`src/rtl/reverse_charge_mode_controller_unit_defines.svh`:
```
// assertion macros for the reverse-charge mode controller
// used by the top level only, needs clk and rst_n in scope
`ifndef REVERSE_CHARGE_MODE_CONTROLLER_UNIT_DEFINES_SVH
`define REVERSE_CHARGE_MODE_CONTROLLER_UNIT_DEFINES_SVH

// same-cycle implication
`define RCM_ASSERT_IMP(lbl, ante, cons) \
  lbl: assert property (@(posedge clk) disable iff (!rst_n) (ante) |-> (cons)) \
    else $error("rcm assertion failed");

// next-cycle implication
`define RCM_ASSERT_NXT(lbl, ante, cons) \
  lbl: assert property (@(posedge clk) disable iff (!rst_n) (ante) |=> (cons)) \
    else $error("rcm assertion failed");

`endif

```
`src/rtl/rcm_pkg.sv`:
```
// shared types and constants of the reverse-charge mode controller
// no dependencies
package rcm_pkg;

  localparam int TABLE_ROWS = 6;
  localparam int ROW_SLOTS  = 6;

  localparam logic [15:0] DEF_MV = 16'd5000;
  localparam logic [15:0] DEF_MA = 16'd1500;
  localparam logic signed [7:0] TEMP_LIMIT_RST = 8'sd45;

  typedef enum logic [2:0] {
    ACT_OTG_ON   = 3'd0,
    ACT_OTG_OFF  = 3'd1,
    ACT_HV_ON    = 3'd2,
    ACT_HV_OFF   = 3'd3,
    ACT_WLS_ON   = 3'd4,
    ACT_WLS_OFF  = 3'd5,
    ACT_OTG_TMR  = 3'd6,
    ACT_MON_TMR  = 3'd7
  } action_t;

  localparam logic [1:0] MODE_IDLE   = 2'd0;
  localparam logic [1:0] MODE_NORMAL = 2'd1;
  localparam logic [1:0] MODE_HV     = 2'd2;

  localparam logic [1:0] ST_OK      = 2'd0;
  localparam logic [1:0] ST_BUSY    = 2'd1;
  localparam logic [1:0] ST_IC_FAIL = 2'd2;

  localparam logic [1:0] CMD_NONE    = 2'd0;
  localparam logic [1:0] CMD_ENABLE  = 2'd1;
  localparam logic [1:0] CMD_DISABLE = 2'd2;

  localparam logic [2:0] REG_TEMP_LIMIT = 3'd0;

  // packed as the register: ma in 38:23, mv in 22:7, threshold in 6:0
  typedef struct packed {
    logic [15:0] ma;
    logic [15:0] mv;
    logic [6:0]  thr;
  } row_t;

  typedef struct packed {
    logic        dflt;
    logic        hit;
    logic [15:0] mv;
    logic [15:0] ma;
  } cap_t;

  typedef struct packed {
    logic [1:0]  status;
    logic [1:0]  ic_command;
    logic        notify_valid;
    logic [15:0] notify_mv;
    logic [15:0] notify_ma;
    logic [1:0]  mode_now;
    logic        otg_timer_on;
    logic        monitor_timer_on;
  } result_t;

endpackage

```
`src/rtl/rcm_cfg_regs.sv`:
```
// configuration registers: temperature limit and capability table
// depends on rcm_pkg
module rcm_cfg_regs (
  input  logic                        clk,
  input  logic                        rst_n,
  input  logic                        wr_en,
  input  logic [2:0]                  wr_index,
  input  logic [38:0]                 wr_data,
  output logic signed [7:0]           temp_limit,
  output rcm_pkg::row_t               rows [rcm_pkg::ROW_SLOTS]
);
  import rcm_pkg::*;

  logic signed [7:0] temp_limit_r;
  row_t              rows_r [ROW_SLOTS];

  always_ff @(posedge clk) begin
    if (!rst_n) begin
      temp_limit_r <= TEMP_LIMIT_RST;
      for (int i = 0; i < ROW_SLOTS; i++) begin
        rows_r[i] <= '0;
      end
    end else if (wr_en) begin
      if (wr_index == REG_TEMP_LIMIT) begin
        temp_limit_r <= signed'(wr_data[7:0]);
      end
      for (int i = 0; i < ROW_SLOTS; i++) begin
        if (wr_index == 3'(i + 1)) begin
          rows_r[i] <= row_t'(wr_data);
        end
      end
    end
  end

  assign temp_limit = temp_limit_r;
  assign rows       = rows_r;

endmodule

```
`src/rtl/rcm_cap_sel.sv`:
```
// capability pick: default on busy or hot battery, else first matching row
// depends on rcm_pkg
module rcm_cap_sel (
  input  logic                  wls_plugged,
  input  logic                  tx_busy,
  input  logic [6:0]            charge_level,
  input  logic signed [7:0]     battery_temp,
  input  logic signed [7:0]     temp_limit,
  input  rcm_pkg::row_t         rows [rcm_pkg::ROW_SLOTS],
  output rcm_pkg::cap_t         cap
);
  import rcm_pkg::*;

  always_comb begin
    cap      = '0;
    cap.dflt = wls_plugged | tx_busy | (battery_temp > temp_limit);
    // walk from the last row down so the lowest matching row wins
    for (int i = TABLE_ROWS - 1; i >= 0; i--) begin
      if (charge_level >= rows[i].thr) begin
        cap.hit = 1'b1;
        cap.mv  = rows[i].mv;
        cap.ma  = rows[i].ma;
      end
    end
  end

endmodule

```
`src/rtl/rcm_core.sv`:
```
// mode state and per-request step logic
// depends on rcm_pkg and rcm_cap_sel
module rcm_core (
  input  logic                  clk,
  input  logic                  rst_n,
  input  logic                  step_en,
  input  logic [2:0]            action,
  input  logic [6:0]            charge_level,
  input  logic signed [7:0]     battery_temp,
  input  logic                  tx_busy,
  input  logic                  ic_ack,
  input  logic signed [7:0]     temp_limit,
  input  rcm_pkg::row_t         rows [rcm_pkg::ROW_SLOTS],
  output rcm_pkg::result_t      res
);
  import rcm_pkg::*;

  logic [1:0]  mode_r, mode_nxt;
  logic        wls_r, wls_nxt;
  logic [15:0] last_mv_r, last_mv_nxt;
  logic [15:0] last_ma_r, last_ma_nxt;
  logic        otg_r, otg_nxt;
  logic        mon_r, mon_nxt;
  cap_t        cap;
  action_t     act;
  logic [15:0] cand_mv, cand_ma;

  rcm_cap_sel u_cap_sel (
    .wls_plugged  (wls_r),
    .tx_busy      (tx_busy),
    .charge_level (charge_level),
    .battery_temp (battery_temp),
    .temp_limit   (temp_limit),
    .rows         (rows),
    .cap          (cap)
  );

  assign act = action_t'(action);

  always_comb begin
    mode_nxt    = mode_r;
    wls_nxt     = wls_r;
    last_mv_nxt = last_mv_r;
    last_ma_nxt = last_ma_r;
    otg_nxt     = otg_r;
    mon_nxt     = mon_r;
    res         = '0;
    res.status     = ST_OK;
    res.ic_command = CMD_NONE;
    cand_mv     = DEF_MV;
    cand_ma     = DEF_MA;
    case (act)
      ACT_OTG_ON: begin
        if (mode_r != MODE_NORMAL) begin
          mode_nxt = MODE_NORMAL;
          otg_nxt  = 1'b1;
        end
      end
      ACT_OTG_OFF: begin
        otg_nxt = 1'b0;
        if (mode_r == MODE_HV) begin
          res.ic_command = CMD_DISABLE;
          res.status     = ic_ack ? ST_OK : ST_IC_FAIL;
          mon_nxt        = 1'b0;
        end
        mode_nxt = MODE_IDLE;
      end
      ACT_HV_ON: begin
        if (mode_r != MODE_HV) begin
          if (wls_r || tx_busy) begin
            res.status = ST_BUSY;
          end else begin
            res.ic_command = CMD_ENABLE;
            if (ic_ack) begin
              mode_nxt = MODE_HV;
              mon_nxt  = 1'b1;
            end else begin
              res.status = ST_IC_FAIL;
            end
          end
        end
      end
      ACT_HV_OFF: begin
        res.ic_command = CMD_DISABLE;
        res.status     = ic_ack ? ST_OK : ST_IC_FAIL;
        mode_nxt       = MODE_NORMAL;
        mon_nxt        = 1'b0;
      end
      ACT_WLS_ON: begin
        wls_nxt = 1'b1;
        if (mode_r == MODE_HV) begin
          res.ic_command   = CMD_DISABLE;
          res.status       = ic_ack ? ST_OK : ST_IC_FAIL;
          mode_nxt         = MODE_NORMAL;
          mon_nxt          = 1'b0;
          // default advertised, stored capability left alone
          res.notify_valid = 1'b1;
          res.notify_mv    = DEF_MV;
          res.notify_ma    = DEF_MA;
        end
      end
      ACT_WLS_OFF: begin
        wls_nxt = 1'b0;
      end
      ACT_OTG_TMR: begin
        if (otg_r) begin
          otg_nxt = 1'b0;
          if (!cap.dflt && cap.hit) begin
            cand_mv = cap.mv;
            cand_ma = cap.ma;
          end
          if (cand_mv != DEF_MV) begin
            last_mv_nxt      = cand_mv;
            last_ma_nxt      = cand_ma;
            res.notify_valid = 1'b1;
            res.notify_mv    = cand_mv;
            res.notify_ma    = cand_ma;
          end
        end
      end
      ACT_MON_TMR: begin
        if (mon_r) begin
          if (mode_r != MODE_HV) begin
            mon_nxt = 1'b0;
          end else begin
            // no matching row gives zero here, not the default
            if (cap.dflt) begin
              cand_mv = DEF_MV;
              cand_ma = DEF_MA;
            end else if (cap.hit) begin
              cand_mv = cap.mv;
              cand_ma = cap.ma;
            end else begin
              cand_mv = '0;
              cand_ma = '0;
            end
            if (cand_mv != last_mv_r || cand_ma != last_ma_r) begin
              last_mv_nxt      = cand_mv;
              last_ma_nxt      = cand_ma;
              res.notify_valid = 1'b1;
              res.notify_mv    = cand_mv;
              res.notify_ma    = cand_ma;
            end
          end
        end
      end
      default: begin
      end
    endcase
    res.mode_now         = mode_nxt;
    res.otg_timer_on     = otg_nxt;
    res.monitor_timer_on = mon_nxt;
  end

  always_ff @(posedge clk) begin
    if (!rst_n) begin
      mode_r    <= MODE_IDLE;
      wls_r     <= 1'b0;
      last_mv_r <= '0;
      last_ma_r <= '0;
      otg_r     <= 1'b0;
      mon_r     <= 1'b0;
    end else if (step_en) begin
      mode_r    <= mode_nxt;
      wls_r     <= wls_nxt;
      last_mv_r <= last_mv_nxt;
      last_ma_r <= last_ma_nxt;
      otg_r     <= otg_nxt;
      mon_r     <= mon_nxt;
    end
  end

endmodule

```
`src/rtl/reverse_charge_mode_controller_unit.sv`:
```
// Reverse-charge mode controller, top level.
// Channels: in_* carries one request (action plus battery readings and IC ack),
// out_* returns exactly one result per request, cfg_* writes the temperature
// limit (index 0) and table rows 0..5 (indices 1..6); other indices are dropped.
// cfg_ready is always high; write configuration only while no request is in flight.
// A request accepted on in_* is presented on out_* from the result register
// (input register, then step logic into the result register).
// Throughput: one request per cycle while out_ready stays high; the combinational
// step logic and its state update in the core set this rate.
// in_ready stays high while the input register is empty or the result register is
// empty or being drained, so a new request is taken while a finished result waits.
// When the receiver stalls, the result holds, then the input register fills, then in_ready drops.
// Reset (rst_n low, synchronous): mode idle, timers disarmed, wireless flag and
// stored capability cleared, temperature limit 45, table rows zero, no result.
// Depends on rcm_pkg, rcm_cfg_regs, rcm_core, rcm_cap_sel and the defines header.
`include "reverse_charge_mode_controller_unit_defines.svh"

module reverse_charge_mode_controller_unit (
  input  logic              clk,
  input  logic              rst_n,
  input  logic              in_valid,
  output logic              in_ready,
  input  logic [2:0]        in_action,
  input  logic [6:0]        in_charge_level,
  input  logic signed [7:0] in_battery_temp,
  input  logic              in_tx_busy,
  input  logic              in_ic_ack,
  output logic              out_valid,
  input  logic              out_ready,
  output logic [1:0]        out_status,
  output logic [1:0]        out_ic_command,
  output logic              out_notify_valid,
  output logic [15:0]       out_notify_mv,
  output logic [15:0]       out_notify_ma,
  output logic [1:0]        out_mode_now,
  output logic              out_otg_timer_on,
  output logic              out_monitor_timer_on,
  input  logic              cfg_valid,
  output logic              cfg_ready,
  input  logic [2:0]        cfg_index,
  input  logic [38:0]       cfg_data
);
  import rcm_pkg::*;

  logic              s1_vld_r;
  logic [2:0]        s1_action_r;
  logic [6:0]        s1_soc_r;
  logic signed [7:0] s1_temp_r;
  logic              s1_busy_r;
  logic              s1_ack_r;
  logic              out_vld_r;
  result_t           out_res_r;
  result_t           step_res;
  logic              out_free;
  logic              s1_adv;
  logic              in_take;
  logic signed [7:0] temp_limit;
  row_t              rows [ROW_SLOTS];

  assign cfg_ready = 1'b1;
  assign out_free  = !out_vld_r || out_ready;
  assign s1_adv    = s1_vld_r && out_free;
  assign in_ready  = !s1_vld_r || out_free;
  assign in_take   = in_valid && in_ready;

  rcm_cfg_regs u_cfg_regs (
    .clk        (clk),
    .rst_n      (rst_n),
    .wr_en      (cfg_valid && cfg_ready),
    .wr_index   (cfg_index),
    .wr_data    (cfg_data),
    .temp_limit (temp_limit),
    .rows       (rows)
  );

  rcm_core u_core (
    .clk          (clk),
    .rst_n        (rst_n),
    .step_en      (s1_adv),
    .action       (s1_action_r),
    .charge_level (s1_soc_r),
    .battery_temp (s1_temp_r),
    .tx_busy      (s1_busy_r),
    .ic_ack       (s1_ack_r),
    .temp_limit   (temp_limit),
    .rows         (rows),
    .res          (step_res)
  );

  always_ff @(posedge clk) begin
    if (!rst_n) begin
      s1_vld_r  <= 1'b0;
      out_vld_r <= 1'b0;
    end else begin
      if (in_take) begin
        s1_vld_r <= 1'b1;
      end else if (s1_adv) begin
        s1_vld_r <= 1'b0;
      end
      if (s1_adv) begin
        out_vld_r <= 1'b1;
      end else if (out_ready) begin
        out_vld_r <= 1'b0;
      end
    end
  end

  // payload registers, no reset needed
  always_ff @(posedge clk) begin
    if (in_take) begin
      s1_action_r <= in_action;
      s1_soc_r    <= in_charge_level;
      s1_temp_r   <= in_battery_temp;
      s1_busy_r   <= in_tx_busy;
      s1_ack_r    <= in_ic_ack;
    end
    if (s1_adv) begin
      out_res_r <= step_res;
    end
  end

  assign out_valid            = out_vld_r;
  assign out_status           = out_res_r.status;
  assign out_ic_command       = out_res_r.ic_command;
  assign out_notify_valid     = out_res_r.notify_valid;
  assign out_notify_mv        = out_res_r.notify_mv;
  assign out_notify_ma        = out_res_r.notify_ma;
  assign out_mode_now         = out_res_r.mode_now;
  assign out_otg_timer_on     = out_res_r.otg_timer_on;
  assign out_monitor_timer_on = out_res_r.monitor_timer_on;

  `RCM_ASSERT_IMP(a_quiet_notify, out_vld_r && !out_res_r.notify_valid,
    out_res_r.notify_mv == 16'd0 && out_res_r.notify_ma == 16'd0)
  `RCM_ASSERT_IMP(a_fail_has_cmd, out_vld_r && out_res_r.status == ST_IC_FAIL,
    out_res_r.ic_command != CMD_NONE)
  `RCM_ASSERT_IMP(a_busy_no_cmd, out_vld_r && out_res_r.status == ST_BUSY,
    out_res_r.ic_command == CMD_NONE)
  `RCM_ASSERT_NXT(a_stage_fills, s1_vld_r && !out_free, s1_vld_r && out_vld_r)

endmodule

```
`config.mk`:
```
export PLATFORM = sky130hd
export DESIGN_NAME = reverse_charge_mode_controller_unit
export DESIGN_NICKNAME = d
export VERILOG_FILES = /design/src/rtl/rcm_pkg.sv /design/src/rtl/rcm_cfg_regs.sv /design/src/rtl/rcm_cap_sel.sv /design/src/rtl/rcm_core.sv /design/src/rtl/reverse_charge_mode_controller_unit.sv
export VERILOG_INCLUDE_DIRS = /design/src /design/src/rtl
export SDC_FILE = /design/constraint.sdc
export NUM_CORES = 1
export LEC_CHECK = 0
export BUFFER_PORTS_ARGS = -buffer_cell sky130_fd_sc_hd__buf_2
export CORE_UTILIZATION = 40
export CTS_CLUSTER_DIAMETER = 40
export DETAILED_ROUTE_END_ITERATION = 10
export SLEW_MARGIN = 0
export SYNTH_ARGS = -nofsm -noshare
export SYNTH_HDL_FRONTEND = slang
export SYNTH_SLANG_ARGS = --single-unit
```
`constraint.sdc`:
```
create_clock -name clk -period 9.65 [get_ports clk]
set_input_delay 2.895 -clock clk [delete_from_list [all_inputs] [get_ports clk]]
set_output_delay 2.895 -clock clk [all_outputs]
set_load 0.01 [all_outputs]
```
# After elaboration in Yosys (flattened, before gate mapping)
# Cells that the tools add are included.
# word_totals
regBits,342
inputBits,67
out_inout_bits,44
# op_classes
n_lt_le_gt_ge,7
n_eq_ne,24
muxes,65
n_bitwise,2
reduce_logical,27
# op_table
cell,n
$mux 16,24
$mux 33,11
$pmux 33 s3,1
$pmux 16 s2,2
$ge 7x7->1,6
$mux 37,1
$ne 16x16->1,2
$eq 3x3->1 const B,7
$ne 16x13->1 const B,1
$pmux 4 s4,1
$reduce_and 2->1,8
$mux 2,7
$eq 3x2->1 const B,4
$mux 1,12
$ne 2x1->1 const B,5
$pmux 2 s5,1
$gt 8x8->1,1
$mux 4,2
$reduce_bool 2->1,4
$reduce_and 7->1,1
$eq 3x1->1 const B,2
$logic_not 3->1,2
$logic_or 1x1->1,4
$ne 2x2->1 const B,2
other kinds (7),14

# Depth between registers and ports, before layout
# depth
word_depth,18
depth_mapped,20

# Hierarchy
# From an unflattened synthesis, not the netlist that was laid out.
# unflattened
hier_cells,1785
area_unflattened_um2,16579.7
# modules_own_cells
mod,instances,cells_each,area_each_um2,seq_area_each_um2
rcm_cfg_regs,1,837,8739.6,4844.6
rcm_core,1,451,3205.6,740.7
rcm_cap_sel,1,425,2687.6,0.0
reverse_charge_mode_controller_unit,1,72,1946.9,1871.8

# Least setup slack after synthesis
# OpenSTA, ideal clock, no wires.
# synth_path
path_type,input-to-output
startpoint,input port out_ready
endpoint,output port in_ready
t_arrival_ps,3192
t_required_ps,6755
setup_slack_ps,3563
path_stages,2
path_buffers,0
path_cell_list,nor2b_1 nand2_1
# synth_between
elab_chain_cells,2
# synth_lines
element,line_no,source
start: declaration,reverse_charge_mode_controller_unit.sv:29,"input logic out_ready,"
$logic_or 1x1->1,reverse_charge_mode_controller_unit.sv:61,assign out_free = !out_vld_r || out_ready;
$logic_or 1x1->1,reverse_charge_mode_controller_unit.sv:63,assign in_ready = !s1_vld_r || out_free;
end: declaration,reverse_charge_mode_controller_unit.sv:22,"output logic in_ready,"
# Every way passes these cells.

# Worst setup path after layout
# Same ends and word-level chain as after synthesis.

==> results.yml <==
worst_hold_path:
  worstHoldPathCells: 2
  hp-class: "register to register"
  hold-path-endpoint: "u_cfg_regs.rows[119]"
  hold_path_startpoint: "u_cfg_regs.rows[119]"
sta:
  relSlewSlack: 0.227
  fin_worst_skew_ns: 0.0289
  hold_slack_ns: 0.451
  fmaxAchievable_mhz: 158
  finalCriticalPeriod_ns: 6.33
  final-setup-viol-count: 0
  finalCritPeriodShare: 0.656
  tns_ns: 0
  rsz0062_at_grt: "false"
  worst_pin_slew_ns: 1.16
  finalHoldViolations: 0
  slew_viol_final: 0
status:
  status: "complete, no violations"
clock_network:
  clkTransAtPathRegs_ns: 0.05
  cts_tree: "done"
  clockBufferDepth: 3
  cts_setup_buffers: 0
  insertion_delay_ns: 0.61
  cts_root_buf: "clkbuf_16"
  holdBufCountCts: 0
  cts-resized-gates: 0
  cts.sinks: 342
  htree_levels: 2
  cts_inserted_buffers: 54
cells_and_area:
  syn2layout_area_growth_pct: 18.1
  fill_cells: 3890
  antennaDiodeCount: 0
  fin_cells: 2615
  fin_nets: 2161
  drive_gt1_frac: 0.128
drt:
  drcViolationCount: 0
  via_count: 15191
  vias_per_cell: 5.81
  first_pass_iters: 5
  ant_nets: 0
  wl_per_cell_um: 21.6
  wl_um: 56500
  first_iter_violations: 1371
synthesis:
  syn_inst: 1985
  yosysTopAreaCell: "dfxtp_1"
  synth_top_cell_area_share: 0.350
  ys.flop_type: "dfxtp_1"
  synthesis.area_um2: 16100
  synth_warnings: 0
  ys_seq_area_frac: 0.464
  synth.ff_latch_count: 342
  yosysUniqueCellTypes: 78
  async_flop_share: 0
  synth_nets: 2102
  synth_area_leaders: "dfxtp_1, nand2_1, edfxtp_1"
  syn_avg_cell_area_um2: 8.09
  synth_edf_count: 61
worst_setup_path:
  crit_buf_inv: 2
  worstReg2RegEnd: "out_notify_mv[3]"
  crit_path_start_kind: "input pin"
  cp.required_ns: 6.76
  ff2ff_path_depth: 16
  r2r_start: "s1_soc_r[0]"
  cp_common_cell: "buf_2"
  path_class: "input pin to primary output"
  crit_fanout: 4
  max_stage_delay_ns: 0.20
  reg2reg_slack_ns: 3.39
  crit_chain: "buf_2 > nor2b_1 > nand2_1 > buf_2"
  path_delay_family: "simple AND/OR/NAND/NOR gates"
  critical_path_depth: 4
  endpoint_kind: "primary output"
  critical-path-slowest-cell: "nor2b_1"
  arrival_ns: 3.43
global_routing:
  grt_pass1_vias: 14506
  grt_max_degree: 103
  antenna_found_initial: 1
  grt_pass1_wl_um: 87100
  grt_use_total: 0.275
  globalRouteOverflowTotal: 0
die:
  dieArea_um2: 41000
  ios: 111
  start_util: 0.405
  placementRows: 73
  core_um2: 39600
  die_w_um: 202
  die_h_um: 202
power_and_ir_drop:
  irDropWorstVdd_v: 0.000149
  p_clk_frac: 0.519
  cellLeakagePower_nw: 6.60
  comb_power_share: 0.099
  sw_frac_of_total: 0.267
  p_switching_mw: 1.06
  power_density_nw_per_um2: 209
  seqPwrFrac: 0.382
  p_int_mw: 2.91
placed_design:
  portBuffers: 109
  routabilityCongestion: 0.953
  dpl.hpwl_um: 35900
  dpl.cell_count: 2513
job:
  max_cap_viol_count: 0
## cells by family (layout without fill, tap and decap cells)
family,count (synthesis),in the layout,share of synthesized area
AO/OA/AOI/OAI,574,574,0.225
XOR/XNOR,9,9,0.00491
adder cells (fa/ha/maj),50,50,0.0390
buffers and inverters,198,303,0.0485
flip-flops,342,342,0.464
multiplexers,2,2,0.00132
other,1,1,0.000234
AND/OR/NAND/NOR,809,809,0.217
## sequential cells by signal, indices dropped and copies added, names as in the netlist, 3 cells and up
signal / flops
u_cfg_regs.rows: 234
out_notify_ma: 16
out_notify_mv: 16
u_core.last_ma_r: 16
u_core.last_mv_r: 16
s1_temp_r: 8
u_cfg_regs.temp_limit: 8
s1_soc_r: 7
s1_action_r: 3
## synthesized netlist by cell type, drive strengths merged, types with 6 or more instances
| cell | n |
|---|---|
| inv | 60 |
| buf | 21 |
| a211oi | 19 |
| nand4 | 28 |
| a2111o | 6 |
| o31ai | 18 |
| o2111ai | 8 |
| dfxtp | 281 |
| o31a | 15 |
| a21boi | 6 |
| a22oi | 6 |
| and2 | 10 |
| nand2b | 21 |
| nor3 | 22 |
| clkbuf | 117 |
| o211ai | 16 |
| or3 | 7 |
| o21a | 16 |
| a21o | 8 |
| nor4 | 7 |
| o22ai | 17 |
| nor2b | 7 |
| nor2 | 99 |
| edfxtp | 61 |
| o22a | 7 |
| a21oi | 291 |
| a221oi | 25 |
| nand3 | 50 |
| a211o | 7 |
| a221o | 9 |
| o21ai | 51 |
| a31oi | 19 |
| and3 | 10 |
| ha | 50 |
| nand2 | 523 |
## cell usage in the layout (no fill, tap or decap), types with 6 or more instances in the layout
| cell | instances |
|---|---|
| nand2_1 | 522 |
| a21oi_1 | 291 |
| dfxtp_1 | 281 |
| buf_2 | 109 |
| nor2_1 | 94 |
| edfxtp_1 | 61 |
| inv_1 | 58 |
| clkbuf_16 | 56 |
| ha_1 | 50 |
| nand3_1 | 48 |
| o21ai_0 | 36 |
| buf_4 | 32 |
| nand4_1 | 28 |
| a221oi_1 | 25 |
| nand2b_1 | 21 |
| nor3_1 | 21 |
| a31oi_1 | 19 |
| a211oi_1 | 18 |
| o31ai_1 | 18 |
| o22ai_1 | 17 |
| o211ai_1 | 16 |
| o21a_1 | 15 |
| o31a_1 | 15 |
| and3_1 | 10 |
| and2_1 | 10 |
| o21ai_1 | 10 |
| inv_6 | 10 |
| a221o_1 | 9 |
| a21o_1 | 8 |
| clkinv_2 | 8 |
| nor2b_1 | 7 |
| a211o_1 | 7 |
| o22a_1 | 7 |
| o2111ai_1 | 7 |
| bufinv_16 | 7 |
| or3_1 | 6 |
| a22oi_1 | 6 |
| nor4_1 | 6 |
| a2111o_1 | 6 |
## final cells by class
class,count,area [µm²],area share
Multi-Input combinational cell,1445,7900,0.417
Timing Repair Buffer,141,786,0.0414
Sequential cell,342,7460,0.393
Clock inverter,36,438,0.0231
Inverter,60,230,0.0121
Tap cell,525,657,0.0346
Clock buffer,66,1490,0.0785
## how the worst max path moves through the flow
stage                      from          endpoint  slack [ns]
floorplan             out_ready          in_ready        3.56
global placement      out_ready          in_ready        3.33
detailed placement    out_ready          in_ready        3.33
CTS                   out_ready          in_ready        3.32
global route        s1_soc_r[0]  out_notify_mv[3]        2.94
finish                out_ready          in_ready        3.32
## tightest hold or removal path, stage by stage (launching register included)
cell     delay [ns]
dfxtp_1        0.30
nand2_1        0.05
a21oi_1        0.05
## power groups by stage
stage                     clock, mW  sequential [mW]  combinational (mW)
after floorplan                   0             1.54               0.222
after CTS                      2.08             1.51               0.386
final                          2.06             1.51               0.392
after global placement            0             1.54               0.380
after detailed placement          0             1.54               0.385
after global routing           2.15             1.52               0.422
## routing by layer
layer / track usage / vias up / routed length (µm)
met3: 0.0405 / 101 / 4360
met5: 0 / - / 8
li1: - / 7135 / -
met1: 0.386 / 7288 / 25200
met2: 0.430 / 665 / 25500
met4: 0.0926 / 2 / 1480
## per-stage QoR
| stage | setup WS [ns] | cell area, µm² | utilization | total power, mW |
|---|---|---|---|---|
| final | 3.32 | 19000 | 0.478 | 3.96 |
| after global routing | 2.94 | 19000 | 0.478 | 4.09 |
| after CTS | 3.32 | 19000 | 0.478 | 3.98 |
| after detailed placement | 3.33 | 17000 | 0.430 | 1.93 |
| after global placement | 3.33 | 17000 | 0.430 | 1.92 |
| after floorplan | 3.56 | 16100 | - | 1.76 |
No activity file was read; power rests on OpenSTA's default activity.
